### config.mk
export PLATFORM = sky130hd
export DESIGN_NAME = pad_ram
export DESIGN_NICKNAME = d
export VERILOG_FILES = /design/src/design/pad_ram.sv
export SDC_FILE = /design/constraint.sdc
export NUM_CORES = 1
export LEC_CHECK = 0
export BUFFER_PORTS_ARGS = -buffer_cell sky130_fd_sc_hd__buf_4
export CAP_MARGIN = 20
export CELL_PAD_IN_SITES_DETAIL_PLACEMENT = 2
export CELL_PAD_IN_SITES_GLOBAL_PLACEMENT = 2
export CORE_MARGIN = 2
export CORE_UTILIZATION = 45
export CTS_BUF_LIST = sky130_fd_sc_hd__clkbuf_8
export CTS_CLUSTER_SIZE = 10
export DETAILED_ROUTE_END_ITERATION = 8
export PLACE_DENSITY = 0.81
export SYNTH_ARGS = -nofsm -noshare
export SYNTH_HDL_FRONTEND = slang
export SYNTH_SLANG_ARGS = --single-unit
### constraint.sdc
create_clock -name clock -period 2.91 [get_ports clock]
set_input_delay 0.582 -clock clock [delete_from_list [all_inputs] [get_ports clock]]
set_output_delay 0.582 -clock clock [all_outputs]
set_load 0.01 [all_outputs]
### src/design/pad_ram.sv
// ----------------------------------------------------------------------------
// pad_ram: generic single-port-write, single-port-read RAM
// One write and one registered read per cycle.
// ----------------------------------------------------------------------------
module pad_ram #(
   parameter int WIDTH = 16,
   parameter int DEPTH = 32
) (
   input  logic                     clock,
   input  logic                     wr_en,
   input  logic [$clog2(DEPTH)-1:0] wr_addr,
   input  logic [WIDTH-1:0]         wr_data,
   input  logic [$clog2(DEPTH)-1:0] rd_addr,
   output logic [WIDTH-1:0]         rd_data
);

   logic [WIDTH-1:0] mem [DEPTH];
   logic [WIDTH-1:0] rd_data_ff;

   always_ff @(posedge clock) begin
      if (wr_en) begin
         mem[wr_addr] <= wr_data;
      end
      rd_data_ff <= mem[rd_addr];
   end

   assign rd_data = rd_data_ff;

endmodule

==> Word-level counts from Yosys, hierarchy flattened <==
Memory sizes are Yosys's and may differ from the RTL's. A register that Yosys moved wholly into a read port is not among the register bits.
Cells that the tools add are included.
{ "totals": {"register_bits": 0, "memories": 1, "out_inout_bits": 16, "wordCells": 3, "ramBits": 512} }
{ "op_classes": {"muxes": 2} }
{ "memory_table": {"columns": ["memory", "depth", "word_bits", "read_ports", "rd_ports_with_merged_regs", "write_ports", "line_no", "source"], "rows": [
  ["mem", 32, 16, 1, 1, 1, "17", "logic [WIDTH-1:0] mem [DEPTH];"]
]} }
{ "ops": {"columns": ["op", "count"], "rows": [
  ["1-bit two-way mux", 2]
]} }

==> Depth between registers and ports, before layout <==
{ "logic_depth": {"ltp_word": 2, "ltp_mapped": 8, "depth_no_buf": 5} }

==> Least setup slack after synthesis <==
Ideal clock, no wire load.
{ "synth_timing": {"kind": "input-to-reg", "from": "in wr_addr[1]", "to": "mem mem[12][0] (enable)", "t_arrival_ns": 1.934, "t_required_ns": 2.522, "n_path_buf": 1, "cell_stages": 3, "setup_time_ns": 0.388, "setup_slack_ns": 0.588, "cell_sequence": "or3b_2 > clkbuf_1 > nor2_1"} }
{ "synth_rtl": {"columns": ["item", "line_no", "source"], "rows": [
  ["start: declaration", "11", "input logic [$clog2(DEPTH)-1:0] wr_addr,"],
  ["end: declaration", "17", null]
]} }
Straight into the memory's write port.

==> results.toml <==
[synthesis]
synth-async-reset-ratio_pct = 0
synth_edf_count = 512
synth_cell_types = 26
synth-warning-count = 0
synth_sequential_area_ratio_pct = 76.4
synth_cells = 1143
synthTopCellsByArea = "edfxtp_1, mux2i_1, a22oi_1, dfxtp_1, a22o_1"
syn_area_per_cell_um2 = 18.0
synth_top_cell_by_area = "edfxtp_1"
synth_flop_cell = "edfxtp_1"
ys_ff_latch = 528
netlist_area_um2 = 20500
yosysTopAreaCellShare_pct = 74.9
syn_nets = 1171

[die]
core-area_um2 = 45200
rows = 78
initial_core_util_pct = 45.4
ios = 44
die_x_um = 218
dieArea_um2 = 47400
die_h_um = 218

[layout]
layout_common_cells = "edfxtp_1, mux2i_1, clkbuf_8, buf_4, a22oi_1"
syn_to_final_growth_pct = 12.9
drive_gt1_share_pct = 17.0
nets = 1290
n_antenna_cell = 0
multi_input_area_um2 = 4340
regArea_um2 = 15700
n_fill_cell = 4004
final_common_cell = "edfxtp_1"

[power_and_ir_drop]
p_leak_nw = 8.22
internal-power_mw = 11.9
power.switching_mw = 3.70
p_per_area_nw_per_um2 = 672
peakVddDrop_v = 0.000395
total_power_mw = 15.6
pwr-share-comb_pct = 5.7
swShare_pct = 23.8
sequentialPowerShare_pct = 54.6
clkPwrFrac_pct = 39.6

[clocking]
postCtsSetupBuffers = 0
htree_levels = 3
root_buffer = "clkbuf_8"
cts_buffers = 86
cts.sinks = 528
clock_path_buffers = 3
clk_transition_reported_paths_ns = 0.07
cts_resized = 0
holdBufCountCts = 0
clk-insertion-delay-late_ns = 0.67
cts_tree = "built"

[critical_path]
worstPathBufferInverterCount = 2
arrival_ns = 2.42
cp_common_cell = "buf_4"
crit_fanout = 36
start_kind = "primary input"
critPathSlowestCell = "buf_4"
crit_path_end_kind = "flip-flop"
crit_path_max_incr_delay_ns = 0.55
worstSetupPathType = "primary input to flip-flop"
required_ns = 3.45
critPathTopFamily = "buffers and inverters"
path_cells = "buf_4 > and2_2 > buf_4 > a21oi_1 > a31oi_1 > nand3_1"

[placed_design]
port_buffers = 43
gp_congestion = 0.763
post-dp-hpwl_um = 37200

[sta]
period_minus_slack_ns = 1.89
setup_viol = 0
grt_setup_unrepaired = "no"
whs_ns = 0.301
slew_violations = 0
fin_worst_skew_ns = 0.0434
period_share_pct = 64.9
worstMarginPinSlew_ns = 0.728
fmax_mhz = 529
hold_viol_final = 0
tns_ns = 0
slew-limit-headroom_pct = 51.4

[drt]
ant_nets = 0
drc = 0
first_pass_iters = 5
vias = 11300
routed_wl_um = 61500
drtIter0Drc = 791
post_drt_wl_per_cell_um = 31.9
viasPerCell = 5.85

[global_routing]
grt_first_pass_wirelength_um = 89100
grt_overflow_total = 0
grt_use_total_pct = 26.6
grt_max_degree = 85
antenna_found_initial = 0
grt_pass1_vias = 12800

[run]
cap_violations = 0

[worst_hold_path]
min_path_type = "primary input to flip-flop"

[status]
status = "finished clean"
[state kept, by name, indices dropped and copies added, names as in the netlist]
signal   cells
mem        512
rd_data     16
[kinds of logic (layout without fill, tap and decap cells)]
family	after synthesis	count (layout)	share of synthesized area (%)
mux	256	256	12.5
buf+inv	67	249	2.63
simple gates	148	148	3.49
flops	528	528	76.4
compound gates	144	144	4.97
[metal layers]
metal / track usage [%] / vias to the layer above / wire (µm)
met5: 0 / - / 0
met4: 9.84 / 0 / 2140
met3: 4.69 / 127 / 2880
met2: 46.5 / 320 / 31700
met1: 33.0 / 6007 / 24700
li1: - / 4806 / -
[area by class of cell]
| cell class | instances | share of cell area [%] |
|---|---|---|
| repair buffers | 98 | 3.53 |
| clock buffers | 93 | 5.52 |
| flip-flops and latches | 528 | 67.7 |
| clock inverters | 58 | 1.31 |
| multi-input cells | 548 | 18.7 |
| well taps | 600 | 3.24 |
[cells in the mapped netlist, types with 5 or more instances]
library cell	n
edfxtp_1	512
mux2i_1	256
a22oi_1	64
nand3_1	34
nand2_1	33
nor2_1	33
a21oi_1	32
a22o_1	32
buf_2	19
buf_4	19
a31oi_1	16
dfxtp_1	16
nand4_1	16
nor3_1	16
clkbuf_1	12
buf_6	6
buf_8	6
buf_12	5
nand3b_1	5
[worst reg2reg max path: cells and delay by family (launching register included)]
kind | cells | cell delay [ns]
mux | 1 | 0.25
simple gates | 2 | 0.22
compound gates | 2 | 0.64
flops | 1 | 0.44
[power by group through the flow]
stage	clock network, mW	registers, mW	logic (mW)
CTS	6.30	8.51	0.902
floorplan	0	8.66	0.475
global placement	0	8.66	0.827
finish	6.17	8.51	0.895
global route	6.56	8.51	0.952
detailed placement	0	8.67	0.891
[stage by stage]
stage	cell area, µm²	std cells	setup slack, ns	utilization [%]
2_1_floorplan	20500	1143	0.588	-
3_3_place_gp	21600	1774	0.406	47.8
3_5_place_dp	21600	1774	0.375	47.8
4_1_cts	23200	1925	1.06	51.3
5_1_grt	23200	1925	0.960	51.3
6_report	23200	1925	1.02	51.3
[worst paths after layout]
path	startpoint	endpoint	slack (ns)	cells after the start
hold reg to reg	mem[10][11]$_DFFE_PP_	rd_data[11]$_DFF_P_	0.64	4
setup reg to reg	mem[7][0]$_DFFE_PP_	rd_data[0]$_DFF_P_	1.22	5
hold / removal	rd_addr[3]	rd_data[3]$_DFF_P_	0.30	3
setup / recovery	rd_addr[2]	rd_data[8]$_DFF_P_	1.02	6
Power figures use the tool's default switching activity.
